==> config.mk <==
export PLATFORM = sky130hd
export DESIGN_NAME = mos_mul
export DESIGN_NICKNAME = d
export VERILOG_FILES = /design/src/rtl/mos_mul.sv
export SDC_FILE = /design/constraint.sdc
export NUM_CORES = 1
export LEC_CHECK = 0
export BUFFER_PORTS_ARGS = -buffer_cell sky130_fd_sc_hd__buf_4
export CORE_UTILIZATION = 45
export DETAILED_ROUTE_END_ITERATION = 10
export PLACE_DENSITY = 0.65
export SLEW_MARGIN = 5
export SYNTH_ARGS = -nofsm -noshare
export SYNTH_HDL_FRONTEND = slang
export SYNTH_SLANG_ARGS = --single-unit
export TNS_END_PERCENT = 50
==> constraint.sdc <==
create_clock -name clk_i -period 20.3 [get_ports clk_i]
set_clock_uncertainty 0.1 [all_clocks]
set_input_delay 4.06 -clock clk_i [delete_from_list [all_inputs] [get_ports clk_i]]
set_output_delay 4.06 -clock clk_i [all_outputs]
set_load 0.01 [all_outputs]
==> src/rtl/mos_mul.sv <==
// Shared registered 32x17 multiplier, used for the random start operator
// and for the probability update. Depends on nothing.
`default_nettype none

module mos_mul (
  input  wire logic        clk_i,
  input  wire logic [31:0] a_i,
  input  wire logic [16:0] b_i,
  output logic      [48:0] prod_o
);

  // The product is registered and ready in the cycle after the operands.
  always_ff @(posedge clk_i) begin
    prod_o <= {17'b0, a_i} * {32'b0, b_i};
  end

endmodule

`default_nettype wire

==> out/metrics.yaml, run 1 <==
worst_setup_path:
  start_kind: "primary input"
  endpoint_kind: "flop"
  max_stage_delay_ps: 550
  cp_slowest_cell: "fa_1"
  worstSetupPathType: "primary input to flop"
  cp_cell_sequence: "buf_4 -> and2_1 -> fa_1 -> inv_1 -> fa_1 -> fa_1 -> inv_1 -> fa_1 -> fa_1 -> inv_1 -> fa_1 -> inv_1 -> ha_1 -> a21o_1 -> a21o_1 -> a211oi_2 -> a211o_1 -> a31o_4 -> a31oi_4 -> a211o_1 -> a221o_1"
  cp.arrival_ps: 10270
  crit_path_frequent_cell: "fa_1"
  critPathMaxFanout: 32
  required_ps: 20420
global_routing:
  grt_start_max_net_pins: 33
  antenna_found_initial: 0
  grt_pass1_vias: 14676
  overflow: 0
  grt_first_pass_wirelength_um: 76600
  globalRouteTotalUtil_pct: 24.0
cts:
  cts_hold_buf: 0
  clk_path_buf_depth: 2
  cts_tree: "done"
  clock-sinks: 49
  cts_setup_buffers: 0
  cts_buffers: 5
  ctsResizeCount: 0
  htree_num_levels: 2
  cts-root-buf: "clkbuf_16"
  clkTransAtPathRegs_ps: 80
finish:
  syn_to_final_growth_pct: 6.58
  final_nets: 2696
  largest_register_ffs: 49
  final_area_um2: 19500
  final.fill_count: 3817
  drive_gt1_share_pct: 6.02
  final_common_cell: "inv_1"
  layout_common_cells: "inv_1, fa_1, nand2_1"
  reg_top3: "prod_o: 49 flops"
  diodes: 0
  top_register: "prod_o"
sta:
  fin_crit_sh_pct: 50.0
  slew_violations: 0
  min_period_ps: 10150
  final_hold_viol_count: 0
  slew_headroom_pct: 48.7
  finalSetupViolations: 0
  finalSetupTns_ps: 0
  fmax_mhz: 98.5
  rsz0062_at_grt: "false"
  worst_slew_pin_slew_ps: 761
drt:
  antenna_left: 0
  vias_per_cell: 5.18
  drt_first_pass_iters: 8
  route.detailed.drc: 0
  vias: 13465
  drt_iter0_drc: 814
  drt-total-wl_um: 46100
  wl_per_cell_um: 17.7
floorplan:
  die_x_um: 203
  initial_utilization_pct: 45.8
  dieArea_um2: 41400
  core_um2: 39800
  io_pins: 99
  die_y_um: 203
  num_rows: 73
synth:
  yosysSeqAreaShare_pct: 5.37
  ys_async_sr_fraction_pct: 0
  ys_types: 59
  yosysWarnings: 0
  avgSynthCellArea_um2: 8.86
  synth-edff-count: 0
  syn_inst: 2061
  synth_area_um2: 18300
  synth-main-ff-cell: "dfxtp_1"
  ys_seq_elements: 49
  synth_nets: 2683
placement:
  place.gp.congestion: 0.883
  postPlaceCellArea_um2: 19300
  portBuffers: 98
  dp_hpwl_um: 36700
hold_path:
  hold_depth: 2
  hold_start: "a_i[0]"
  hold_path.class: "primary input to flop"
  hold_end: "prod_o[0]$_DFF_P_"
run:
  drv_cap: 0
status:
  outcome: "complete, no violations"
-- cells by family after synthesis --
group	after synthesis	synth area share, %
flip-flops	49	5.37
adder cells (fa/ha/maj)	572	57.7
AND/OR/NAND/NOR	643	16.8
AO/OA/AOI/OAI	143	5.52
buffers and inverters	611	12.6
multiplexers	1	0.0548
XOR/XNOR	42	2.02
-- cell usage after synthesis, drive strengths merged, types with 5 or more instances --
library cell / n / share of area (%)
a211o: 5 / 0.24
a211oi: 5 / 0.26
a21o: 19 / 0.78
a21oi: 51 / 1.4
a31oi: 7 / 0.32
and2: 218 / 7.5
clkbuf: 92 / 1.9
dfxtp: 49 / 5.4
fa: 449 / 49
ha: 123 / 8.4
inv: 519 / 11
nand2: 360 / 7.4
nand3: 10 / 0.27
nor2: 21 / 0.43
nor3: 10 / 0.27
o211ai: 8 / 0.36
o21ai: 15 / 0.41
xnor2: 30 / 1.4
xor2: 12 / 0.58
-- area by class of cell --
| class | instances | area [um2] | share of cell area, % |
|---|---|---|---|
| clock buffer | 5 | 125 | 0.643 |
| sequential | 49 | 981 | 5.04 |
| clock inverter | 3 | 28.8 | 0.148 |
| multi-input combinational | 1401 | 15000 | 77.0 |
| tap | 525 | 657 | 3.38 |
| inverter | 519 | 1950 | 10.0 |
| timing repair buffer | 98 | 736 | 3.78 |
-- worst max-delay path, delay by kind of cell --
kind / cells / cell delay [ps]
AO/OA/AOI/OAI: 8 / 2130
adder cells (fa/ha/maj): 7 / 3370
buffers and inverters: 5 / 470
AND/OR/NAND/NOR: 1 / 240
-- layer usage --
layer	part of all wire, %	wire (um)	track usage [%]	vias up
li1	-	-	-	5991
met1	40	18300	31.1	6943
met2	51	23400	41.2	457
met3	6.1	2830	3.02	74
met4	3.3	1530	8.35	0
met5	0	0	0	-
-- worst max path at each step --
| stage | start | endpoint | slack (ps) | depth (start not counted) |
|---|---|---|---|---|
| final | b_i[5] | prod_o[44]$_DFF_P_ | 10150 | 21 |
| after global routing | b_i[8] | prod_o[46]$_DFF_P_ | 9900 | 20 |
| after CTS | b_i[5] | prod_o[44]$_DFF_P_ | 10180 | 21 |
| after detailed placement | b_i[5] | prod_o[44]$_DFF_P_ | 9830 | 21 |
| after global placement | b_i[8] | prod_o[46]$_DFF_P_ | 9910 | 22 |
| after floorplan | a_i[29] | prod_o[47]$_DFF_P_ | 10500 | 22 |
-- per-stage QoR --
step / setup slack [ps] / utilization [%] / std cells / hold WS (ps)
6_report: 10150 / 48.9 / 2600 / 4040
2_1_floorplan: 10500 / - / 2061 / 4080
5_1_grt: 9900 / 48.9 / 2600 / 4030
3_3_place_gp: 9910 / 48.5 / 2592 / 4350
3_5_place_dp: 9830 / 48.5 / 2592 / 4350
4_1_cts: 10180 / 48.9 / 2600 / 4020
Power of run 1 is not shown: default switching activity piles up to over one toggle a cycle in this logic, so the estimate is an artifact.
==> inputs of run 2 (changes only) <==
==> constraint.sdc (replaced) <==
create_clock -name clk_i -period 10.5 [get_ports clk_i]
set_clock_uncertainty 0.1 [all_clocks]
set_input_delay 2.1 -clock clk_i [delete_from_list [all_inputs] [get_ports clk_i]]
set_output_delay 2.1 -clock clk_i [all_outputs]
set_load 0.01 [all_outputs]
==> out/metrics.yaml, run 2 (same netlist as run 1, synthesis figures left out) <==
sta:
  finalSetupTns_ps: 0  # unchanged
  whs_ps: 2080  # -1960 ps
  finalSetupViolations: 0  # unchanged
  fmax_mhz: 122
  fin_crit_sh_pct: 77.9
  rsz0062_at_grt: "false"
  min_period_ps: 8180
  final_hold_viol_count: 0  # unchanged
  slew_headroom_pct: 50.8  # +2.1 points
  slew_violations: 0  # unchanged
  worst_slew_pin_slew_ps: 738  # -22.8 ps
placement:
  portBuffers: 98  # unchanged
  postPlaceCellArea_um2: 19300  # unchanged
  dp_hpwl_um: 36700  # about the same
  place.gp.congestion: 0.883  # about the same
worst_setup_path:
  start_kind: "primary input"
  worstSetupPathType: "primary input to flop"
  cp_top_family: "adder cells"
  crit_buf_inv: 4  # -1
  max_stage_delay_ps: 530  # -20 ps
  cp_slowest_cell: "fa_1"
  required_ps: 10610  # -9810 ps
  cp_num_cells: 20  # -4.8%
  critPathMaxFanout: 32  # unchanged
  cp_cell_sequence: "buf_4 -> nand2_1 -> fa_1 -> fa_1 -> fa_1 -> inv_1 -> fa_1 -> fa_1 -> inv_1 -> fa_1 -> inv_1 -> ha_1 -> a21o_1 -> a21o_1 -> a211oi_2 -> a211o_1 -> a31o_4 -> a31oi_4 -> a211o_1 -> a221o_1"
  crit_path_frequent_cell: "fa_1"
  cp.arrival_ps: 8290  # -1980 ps
  endpoint_kind: "flop"
  critPathLaunch: "b_i[2]"
  cp-endpoint: "prod_o[44]$_DFF_P_"
cts:
  cts-root-buf: "clkbuf_16"
  ctsResizeCount: 0  # unchanged
  cts_setup_buffers: 0  # unchanged
  clkTransAtPathRegs_ps: 70  # about the same
  clk_path_buf_depth: 2  # unchanged
  htree_num_levels: 2  # unchanged
  cts_buffers: 5  # unchanged
  clock-sinks: 49  # unchanged
  cts_tree: "done"
  cts_hold_buf: 0  # unchanged
global_routing:
  overflow: 0  # unchanged
  globalRouteTotalUtil_pct: 23.7  # -0.22 points
  grt_first_pass_wirelength_um: 75900  # -0.93%
  grt_pass1_vias: 14639  # -0.25%
  antenna_found_initial: 0  # unchanged
  grt_start_max_net_pins: 33  # unchanged
drt:
  wl_met3_um: 2430  # -14%
  drt-total-wl_um: 46200  # +0.28%
  route.detailed.drc: 0  # unchanged
  met1Wirelength_um: 18800  # +2.9%
  highest_layer: "met4"
  drt_iter0_drc: 734  # -9.8%
  vias: 13522  # +0.42%
  antenna_left: 0  # unchanged
  wl_met2_um: 23300  # -0.36%
  vias_per_cell: 5.20  # +0.42%
  wl_per_cell_um: 17.8  # +0.28%
  drt_first_pass_iters: 5  # -3
finish:
  final_nets: 2696  # unchanged
  multi_input_area_um2: 15000  # unchanged
  diodes: 0  # unchanged
  final.fill_count: 3801  # -0.42%
  final_common_cell: "inv_1"
  syn_to_final_growth_pct: 6.54  # about the same
  final_area_um2: 19400  # about the same
  reg_top3: "prod_o: 49 flops"
  layout_common_cells: "inv_1, fa_1, nand2_1"
  fin_util_pct: 48.8  # about the same
  drive_gt1_share_pct: 6.02  # unchanged
  seqCellArea_um2: 981  # unchanged
  largest_register_ffs: 49  # unchanged
  top_register: "prod_o"
hold_path:
  hold_path.class: "primary input to flop"
floorplan:
  num_rows: 73  # unchanged
  die_y_um: 203  # unchanged
  dieArea_um2: 41400  # unchanged
  core_um2: 39800  # unchanged
  die_x_um: 203  # unchanged
  io_pins: 99  # unchanged
  initial_utilization_pct: 45.8  # unchanged
status:
  outcome: "complete, no violations"
run:
  drv_cap: 0  # unchanged
## run 2: changes by cell type in the layout (fill, tap and decap cells not counted)
cell,delta
clkinv_2,+1
clkinv_4,-1
clkinvlp_4,+1
inv_8,-1
## run 2: stage by stage
stage	worst slack, ps	instances
3_3_place_gp	2070	2592
5_1_grt	2130	2600
3_5_place_dp	2000	2592
6_report	2320	2600
4_1_cts	2350	2600
2_1_floorplan	2660	2061
## run 2: metal layers
metal | up-vias | GRT usage (%)
li1 | 5980 | -
met4 | 0 | 8.83
met5 | - | 0
met2 | 445 | 40.8
met3 | 81 | 2.29
met1 | 7016 | 31.1
## run 2: layout make-up
cell class              instances  area share, %
clock inverters                 3          0.109
well taps                     525           3.38
repair buffers                 98           3.78
multi-input cells            1401           77.0
flip-flops and latches         49           5.04
clock buffers                   5          0.643
inverters                     519           10.0
## run 2: worst min-delay path by stage
stage                             end  cells after the start                from  slack (ps)
global route        prod_o[0]$_DFF_P_                      2              a_i[0]        2080
floorplan           prod_o[0]$_DFF_P_                      1              b_i[0]        2120
global placement            prod_o[0]                      1   prod_o[0]$_DFF_P_        2390
CTS                 prod_o[0]$_DFF_P_                      2              a_i[0]        2050
detailed placement         prod_o[32]                      1  prod_o[32]$_DFF_P_        2390
finish              prod_o[0]$_DFF_P_                      2              a_i[0]        2080
Power of run 2 is left out for the same reason.
