===== src/rtl/mos_pkg.sv =====
// Package for the mutation operator scheduler: payload structs, fixed sizes,
// configuration register indexes and small helper functions.
// Depends on nothing; mos_prng, the top level and the testbench import it.
`default_nettype none

package mos_pkg;

  // Fixed population layout of one seed slot.
  localparam int POPULATION    = 20;
  localparam int ELITE_GROUPS  = 4;
  localparam int MAX_OPERATORS = 32;
  localparam int GROUP_SIZE    = POPULATION / ELITE_GROUPS;

  localparam int OP_W   = 5;
  localparam int POS_W  = 5;
  localparam int GRP_W  = 2;
  localparam int PROB_W = 16;
  localparam int FIT_W  = 16;
  localparam int CFG_W  = 32;

  localparam logic [PROB_W-1:0] PROB_HALF = 16'h8000;
  localparam logic [PROB_W-1:0] PROB_MAX  = 16'hFFFF;

  // Configuration register indexes.
  typedef enum logic [1:0] {
    CFG_NUM_OPS = 2'd0,
    CFG_RATE    = 2'd1,
    CFG_SEED    = 2'd2
  } cfg_idx_e;

  // One command beat.
  typedef struct packed {
    logic        command;
    logic [5:0]  seed_slot;
    logic [15:0] new_paths;
  } cmd_t;

  // One result beat.
  typedef struct packed {
    logic [4:0] operator_id;
    logic       generation_done;
  } res_t;

  // Elite group that a population position belongs to.
  function automatic logic [GRP_W-1:0] pos_to_group(logic [POS_W-1:0] pos);
    logic [GRP_W-1:0] g;
    if (pos >= POS_W'(3 * GROUP_SIZE)) g = 2'd3;
    else if (pos >= POS_W'(2 * GROUP_SIZE)) g = 2'd2;
    else if (pos >= POS_W'(GROUP_SIZE)) g = 2'd1;
    else g = 2'd0;
    return g;
  endfunction

  // First position of an elite group, which is its best after a restart.
  function automatic logic [POS_W-1:0] group_start(logic [GRP_W-1:0] g);
    logic [POS_W-1:0] p;
    p = POS_W'(g) * POS_W'(GROUP_SIZE);
    return p;
  endfunction

endpackage

`default_nettype wire


===== src/rtl/mos_prng.sv =====
// 32-bit xorshift generator (shifts 13, 17, 5) with seed load.
// Depends on mos_pkg.
`default_nettype none

module mos_prng
  import mos_pkg::*;
(
  input  wire logic             clk_i,
  input  wire logic             rst_ni,
  input  wire logic             step_i,
  input  wire logic             load_i,
  input  wire logic [CFG_W-1:0] seed_i,
  output logic      [CFG_W-1:0] next_o
);

  logic [31:0] state_q, state_d;
  logic [31:0] x1, x2;

  // Next value of the sequence, seen before it is taken.
  always_comb begin
    x1     = state_q ^ (state_q << 13);
    x2     = x1 ^ (x1 >> 17);
    next_o = x2 ^ (x2 << 5);
  end

  // A zero seed would lock the generator, so it loads one instead.
  always_comb begin
    state_d = state_q;
    if (load_i) begin
      state_d = (seed_i == '0) ? 32'd1 : seed_i;
    end else if (step_i) begin
      state_d = next_o;
    end
  end

  always_ff @(posedge clk_i or negedge rst_ni) begin
    if (!rst_ni) begin
      state_q <= 32'd1;
    end else begin
      state_q <= state_d;
    end
  end

  // The state never reaches zero.
  a_state_nonzero: assert property (@(posedge clk_i) disable iff (!rst_ni)
    state_q != '0) else $error("prng state is zero");

endmodule

`default_nettype wire


===== config.mk =====
export PLATFORM = sky130hd
export DESIGN_NAME = mos_prng
export DESIGN_NICKNAME = d
export VERILOG_FILES = /design/src/rtl/mos_pkg.sv /design/src/rtl/mos_prng.sv
export SDC_FILE = /design/constraint.sdc
export NUM_CORES = 1
export LEC_CHECK = 0
export BUFFER_PORTS_ARGS = -buffer_cell sky130_fd_sc_hd__buf_4
export CAP_MARGIN = 40
export CORE_MARGIN = 4
export CORE_UTILIZATION = 25
export DETAILED_ROUTE_END_ITERATION = 7
export GPL_ROUTABILITY_DRIVEN = 0
export PLACE_DENSITY = 0.45
export SETUP_SLACK_MARGIN = 0.15
export SLEW_MARGIN = 30
export SYNTH_ARGS = -nofsm -noshare
export SYNTH_HDL_FRONTEND = slang
export SYNTH_SLANG_ARGS = --single-unit

===== constraint.sdc =====
create_clock -name clk_i -period 2.7 [get_ports clk_i]
set_clock_uncertainty 0.2 [all_clocks]
set_input_delay 0.27 -clock clk_i [delete_from_list [all_inputs] [get_ports clk_i]]
set_output_delay 0.27 -clock clk_i [all_outputs]
set_load 0.02 [all_outputs]

==> flow_metrics.env, run 1 <==
export IMPL_portBuffers=67
export IMPL_hpwl_mm=5.87
export IMPL_synth_top_cells_by_area="dfrtp_1 34%, xnor2_1 13%, mux2i_1 6.9%"
export IMPL_core_area_um2=8850
export IMPL_num_antenna_cells=0
export IMPL_worstHoldStart="seed_i[13]"
export IMPL_synth_cells=220
export IMPL_hold_path_class="in -> reg"
export IMPL_ys_warnings_count=0
export IMPL_r2r_start="state_q[8]$_DFFE_PN0P_"
export IMPL_globalRoute_totalOverflow=0
export IMPL_synth_top_area_cell="dfrtp_1"
export IMPL_startpoint_type="flip-flop"
export IMPL_via_per_inst=4.73
export IMPL_synth_seq_cells=32
export IMPL_status="finished, final reports clean"
export IMPL_r2r_end="state_q[9]$_DFFE_PN0P_"
export IMPL_die_x_um=104
export IMPL_cp_max_fo=4
export IMPL_wl_met1_mm=3.48
export IMPL_root_buffer="clkbuf_8"
export IMPL_hold_path_end="state_q[13]$_DFFE_PN0P_"
export IMPL_maxCapViolations=0
export IMPL_largest_reg_flops=32
export IMPL_dr_max_layer_used="met4"
export IMPL_cts_buffers=5
export IMPL_wl_met2_mm=3.72
export IMPL_die_h_um=104
export IMPL_area_delta_synth_final_pct=34.8
export IMPL_hold_viol=0
export IMPL_period_minus_slack_ps=2350
export IMPL_fin_crit_sh_pct=87.2
export IMPL_critPathKind="reg -> out"
export IMPL_drive_above_1_share_pct=31.2
export IMPL_critPathRequiredTime_ps=2230
export IMPL_start_util_pct=26.1
export IMPL_detail_route_wl_per_cell_um=18.9
export IMPL_synthArstFlopShare_pct=100
export IMPL_nets=330
export IMPL_tns_ps=0
export IMPL_worstSkewPairLatency_ps=290
export IMPL_rsz0062_at_grt="no"
export IMPL_first_pass_iters=4
export IMPL_synth_edff_count=0
export IMPL_holdPathStages=3
export IMPL_drt_wl_total_mm=7.62
export IMPL_ys_seq_area_share_pct=34.8
export IMPL_clock_sinks=32
export IMPL_syn_area_per_cell_um2=10.5
export IMPL_r2r_slack_ps=690
export IMPL_critical_path_arrival_ps=1880
export IMPL_die_area_um2=10800
export IMPL_antenna_left=0
export IMPL_via_count=1908
export IMPL_grt_pass1_wl_mm=11.9
export IMPL_cts_max_path_buffers=2
export IMPL_setup_viol_count_final=0
export IMPL_antenna_found_initial=0
export IMPL_synth_top_area_share_pct=33.6
export IMPL_drtIter0Drc=104
export IMPL_synth_nets=256
export IMPL_end_kind="output pin"
export IMPL_ios=68
export IMPL_grt_pass1_vias=1997
export IMPL_finalMaxSlewViolations=0
export IMPL_grt_max_degree=48
export IMPL_wl_met3_um=329
export IMPL_std_cell_rows=34
export IMPL_largest_register="state_q"
export IMPL_worst_pin_slew_ps=686
export IMPL_synth_distinct_cells=26
export IMPL_reg_top3="state_q x32"
export IMPL_reg2reg_depth=4
export IMPL_cts_tree="built"
export IMPL_synth_ff_type="dfrtp_1"
export IMPL_grt_usage_pct=14.1
export IMPL_drc_errors=0
export IMPL_post_cts_buffers=0
export IMPL_htreeDepth=2
export IMPL_synthesis_area_um2=2310
export IMPL_clk_pin_slew_ps=80
export IMPL_slew_headroom_pct=54.2
export IMPL_clock_fmax_mhz=425
==> cells in the final DEF, fill, tap and decap left out <==
master / n
a31oi_1: 5
a221o_1: 5
clkbuf_8: 5
mux2i_1: 16
a21oi_1: 1
xnor3_4: 1
clkinvlp_4: 1
inv_1: 2
xnor2_2: 7
o21ai_0: 26
xor2_1: 13
dlygate4sd3_1: 6
and3_1: 5
xor3_1: 3
clkinv_2: 1
nor4_1: 8
xnor2_1: 35
buf_4: 72
bufinv_16: 1
nand4_1: 2
xor2_2: 1
dfrtp_1: 31
xnor3_1: 7
and3_2: 1
dfstp_2: 1
a21boi_0: 1
or3_1: 5
nand2_1: 21
nor2_1: 11
a21bo_2: 1
==> timing repair <==
| item | 4_1_cts | 5_1_grt |
|---|---|---|
| hold buffers | 6 | 0 |
| hold endpoints to repair | 36 | 0 |
| gates resized for setup | 0 | 0 |
==> layout make-up <==
class | instances | area, um2
fill | 912 | 5740
multi-input combinational | 175 | 1450
sequential | 32 | 802
timing repair buffer | 78 | 601
tap | 108 | 135
clock buffer | 5 | 68.8
clock inverter | 3 | 42.5
inverter | 2 | 7.51
==> cells in the mapped netlist, drive strengths merged, types with 6 or more instances <==
master and instances:
dfrtp 31, xor2 14, o21ai 26, and3 6, xnor3 8, xnor2 42, nand2 21, mux2i 16
nor4 8, nor2 11, clkbuf 9
==> metal layers <==
layer | global-route usage [%] | vias up
met5 | 0 | -
met4 | 3.32 | 0
met3 | 2.55 | 9
met2 | 23.0 | 53
met1 | 19.5 | 926
li1 | - | 920
==> through the flow <==
stage | std cells | cell area (um2) | utilization (%) | hold slack [ps] | setup slack (ps)
5_1_grt | 403 | 3110 | 35.1 | 16.0 | 207
3_5_place_dp | 389 | 2940 | 33.2 | 56.3 | 648
3_3_place_gp | 389 | 2940 | 33.2 | 61.4 | 657
2_1_floorplan | 220 | 2310 | - | -226 | 548
4_1_cts | 403 | 3110 | 35.1 | 8.21 | 326
6_report | 403 | 3110 | 35.1 | 6.12 | 346
==> critical path, stage by stage, from the launching register on <==
cell and delay, ps:
dfrtp_1 430, xnor2_1 400, xor2_1 300, xor3_1 290, buf_4 170
==> worst max-delay path by stage <==
stage / startpoint / to / slack [ps] / depth (start not counted)
2_1_floorplan: state_q[13]$_DFFE_PN0P_ / state_q[14]$_DFFE_PN0P_ / 550 / 4
3_3_place_gp: state_q[8]$_DFFE_PN0P_ / next_o[9] / 660 / 4
3_5_place_dp: state_q[8]$_DFFE_PN0P_ / next_o[9] / 650 / 4
4_1_cts: state_q[8]$_DFFE_PN0P_ / next_o[9] / 330 / 4
5_1_grt: state_q[12]$_DFFE_PN0P_ / next_o[8] / 210 / 4
6_report: state_q[13]$_DFFE_PN0P_ / next_o[14] / 350 / 4
==> logic make-up (layout without fill, tap and decap cells) <==
group	Yosys count	in the layout	synth area share [%]
DFF	32	32	34.8
and+or+nand+nor	53	53	11.0
muxes	16	16	6.95
AOI/OAI and AO/OA	39	39	10.1
xor gates and xnor gates	67	67	34.9
buffers and inverters	13	88	2.22
Power of run 1 is left out: the tool's default activity adds up to more than one toggle a clock period on the data nets, which glitch-free logic cannot reach.
==> inputs of run 2 (changes only) <==
--- a/config.mk
+++ b/config.mk
@@ -11,7 +11,7 @@
 export CORE_UTILIZATION = 25
 export DETAILED_ROUTE_END_ITERATION = 7
 export GPL_ROUTABILITY_DRIVEN = 0
-export PLACE_DENSITY = 0.45
+export PLACE_DENSITY = 0.46
 export SETUP_SLACK_MARGIN = 0.15
 export SLEW_MARGIN = 30
 export SYNTH_ARGS = -nofsm -noshare
==> constraint.sdc (replaced) <==
create_clock -name clk_i -period 2 [get_ports clk_i]
set_clock_uncertainty 0.2 [all_clocks]
set_input_delay 0.2 -clock clk_i [delete_from_list [all_inputs] [get_ports clk_i]]
set_output_delay 0.2 -clock clk_i [all_outputs]
set_load 0.02 [all_outputs]
==> run 2 against run 1 <==
  * The run now ends with setup timing left
  * Sequential cell count unchanged
  * Setup slack worse by 420 ps
  * Routed wire length up 13%
  * Cell area up 42%
  * Global-route usage up 1.8 points
  * Non-clock buffer count up 73
  * Critical path type unchanged
==> flow_metrics.env, run 2 (synthesized netlist as in run 1, its figures left out) <==
export IMPL_status="finished with violations"
export IMPL_violations="setup timing"
export IMPL_detail_route_wl_per_cell_um=18.1
export IMPL_die_x_um=104
export IMPL_start_util_pct=26.1
export IMPL_nets=403
export IMPL_drive_above_1_share_pct=55.2
export IMPL_htreeDepth=2
export IMPL_fin_util_pct=50.0
export IMPL_globalRoute_totalOverflow=0
export IMPL_fin_crit_sh_pct=104
export IMPL_rsz0062_at_grt="yes"
export IMPL_reg_top3="state_q x32"
export IMPL_critical_path_arrival_ps=1680
export IMPL_grt_usage_pct=15.9
export IMPL_hold_path_end="state_q[8]$_DFFE_PN0P_"
export IMPL_cts_tree="built"
export IMPL_setup_slack_ps=-75.2
export IMPL_core_area_um2=8850
export IMPL_clock_fmax_mhz=482
export IMPL_r2r_start="state_q[13]$_DFFE_PN0P_"
export IMPL_placed_cell_area_um2=3160
export IMPL_hold_path_class="in -> reg"
export IMPL_drc_errors=0
export IMPL_critPathKind="reg -> out"
export IMPL_layout_commonest_cell="buf_4"
export IMPL_die_h_um=104
export IMPL_clock_sinks=32
export IMPL_startpoint_type="flip-flop"
export IMPL_ios=68
export IMPL_hold_viol=0
export IMPL_reg2reg_depth=7
export IMPL_via_per_inst=4.67
export IMPL_mostFrequentLayoutCells="87 x buf_4, 35 x buf_6, 26 x dlygate4sd3_1"
export IMPL_largest_reg_flops=32
export IMPL_slew_headroom_pct=59.4
export IMPL_worst_pin_slew_ps=606
export IMPL_r2r_slack_ps=30
export IMPL_critPathRequiredTime_ps=1600
export IMPL_grt_pass1_wl_mm=13.4
export IMPL_finalMaxSlewViolations=0
export IMPL_end_kind="output pin"
export IMPL_hpwl_mm=6.15
export IMPL_std_cell_rows=34
export IMPL_final_cell_area_um2=4420
export IMPL_drt_wl_total_mm=8.63
export IMPL_setup_viol_count_final=10
export IMPL_grt_pass1_vias=2348
export IMPL_largest_register="state_q"
export IMPL_area_delta_synth_final_pct=91.8
export IMPL_antenna_left=0
export IMPL_via_count=2224
export IMPL_drtIter0Drc=102
export IMPL_antenna_found_initial=0
export IMPL_num_antenna_cells=0
export IMPL_portBuffers=67
export IMPL_cts_max_path_buffers=2
export IMPL_worstSkewPairLatency_ps=290
export IMPL_cts_buffers=5
export IMPL_root_buffer="clkbuf_8"
export IMPL_die_area_um2=10800
export IMPL_first_pass_iters=4
export IMPL_holdPathStages=3
export IMPL_period_minus_slack_ps=2080
export IMPL_worstHoldStart="seed_i[8]"
export IMPL_cp_max_fo=2
export IMPL_r2r_end="state_q[13]$_DFFE_PN0P_"
export IMPL_clk_pin_slew_ps=70
export IMPL_maxCapViolations=0
export IMPL_grt_max_degree=33
run 2: cell types whose count changed in the layout (fill, tap and decap cells not counted), sizes merged:
| cell | before | now |
|---|---|---|
| buf | 72 | 125 |
| bufinv | 1 | 0 |
| clkbuf | 5 | 8 |
| clkinv | 1 | 0 |
| clkinvlp | 1 | 0 |
| dlygate4sd3 | 6 | 26 |
run 2: routing by layer:
| metal | global-route usage [%] | wire length (um) | vias up | part of all wire [%] |
|---|---|---|---|---|
| met5 | 0 | 0 | - | 0 |
| met4 | 4.65 | 147 | 0 | 1.7 |
| met3 | 3.29 | 386 | 11 | 4.5 |
| met2 | 26.0 | 4290 | 62 | 50 |
| met1 | 21.3 | 3810 | 1095 | 44 |
| li1 | - | - | 1056 | - |
run 2: worst max-delay path, stage by stage (launching register included):
cell	delay, ps
dfrtp_1	420
xnor2_2	210
buf_4	160
xor2_2	160
xor3_2	300
buf_6	150
run 2: worst max path at each step:
stage | from | to | slack (ps) | cells past startpoint
finish | state_q[26]$_DFFE_PN0P_ | next_o[14] | -80 | 5
global route | state_q[10]$_DFFE_PN0P_ | next_o[6] | -150 | 4
CTS | state_q[0]$_DFFE_PN1P_ | next_o[13] | -130 | 3
detailed placement | state_q[17]$_DFFE_PN0P_ | state_q[5]$_DFFE_PN0P_ | 140 | 4
global placement | state_q[17]$_DFFE_PN0P_ | state_q[5]$_DFFE_PN0P_ | 160 | 4
floorplan | state_q[13]$_DFFE_PN0P_ | state_q[14]$_DFFE_PN0P_ | 70 | 4
run 2: area by class of cell:
cell class / count / area [um2]
multi-input combinational: 175 / 2010
tap: 108 / 135
fill: 797 / 4430
sequential: 32 / 822
clock buffer: 8 / 90.1
timing repair buffer: 151 / 1360
inverter: 2 / 7.51
run 2: what timing repair did:
action,4_1_cts,5_1_grt
endpoints found under the setup margin,31,38
setup buffers,21,16
endpoints found under the hold margin,56,0
gates resized for setup,75,36
hold buffers,26,0
pin swaps,35,27
run 2: through the flow:
step           setup WS [ps]  std cells  setup TNS, ps  hold slack (ps)
6_report               -75.2        476           -447             11.9
5_1_grt                 -147        476          -1190             9.75
4_1_cts                 -127        460           -536             3.14
3_5_place_dp             140        405              0            -6.09
3_3_place_gp             161        405              0            -6.82
2_1_floorplan           74.7        220              0             -296
Power of run 2 is left out for the same reason.
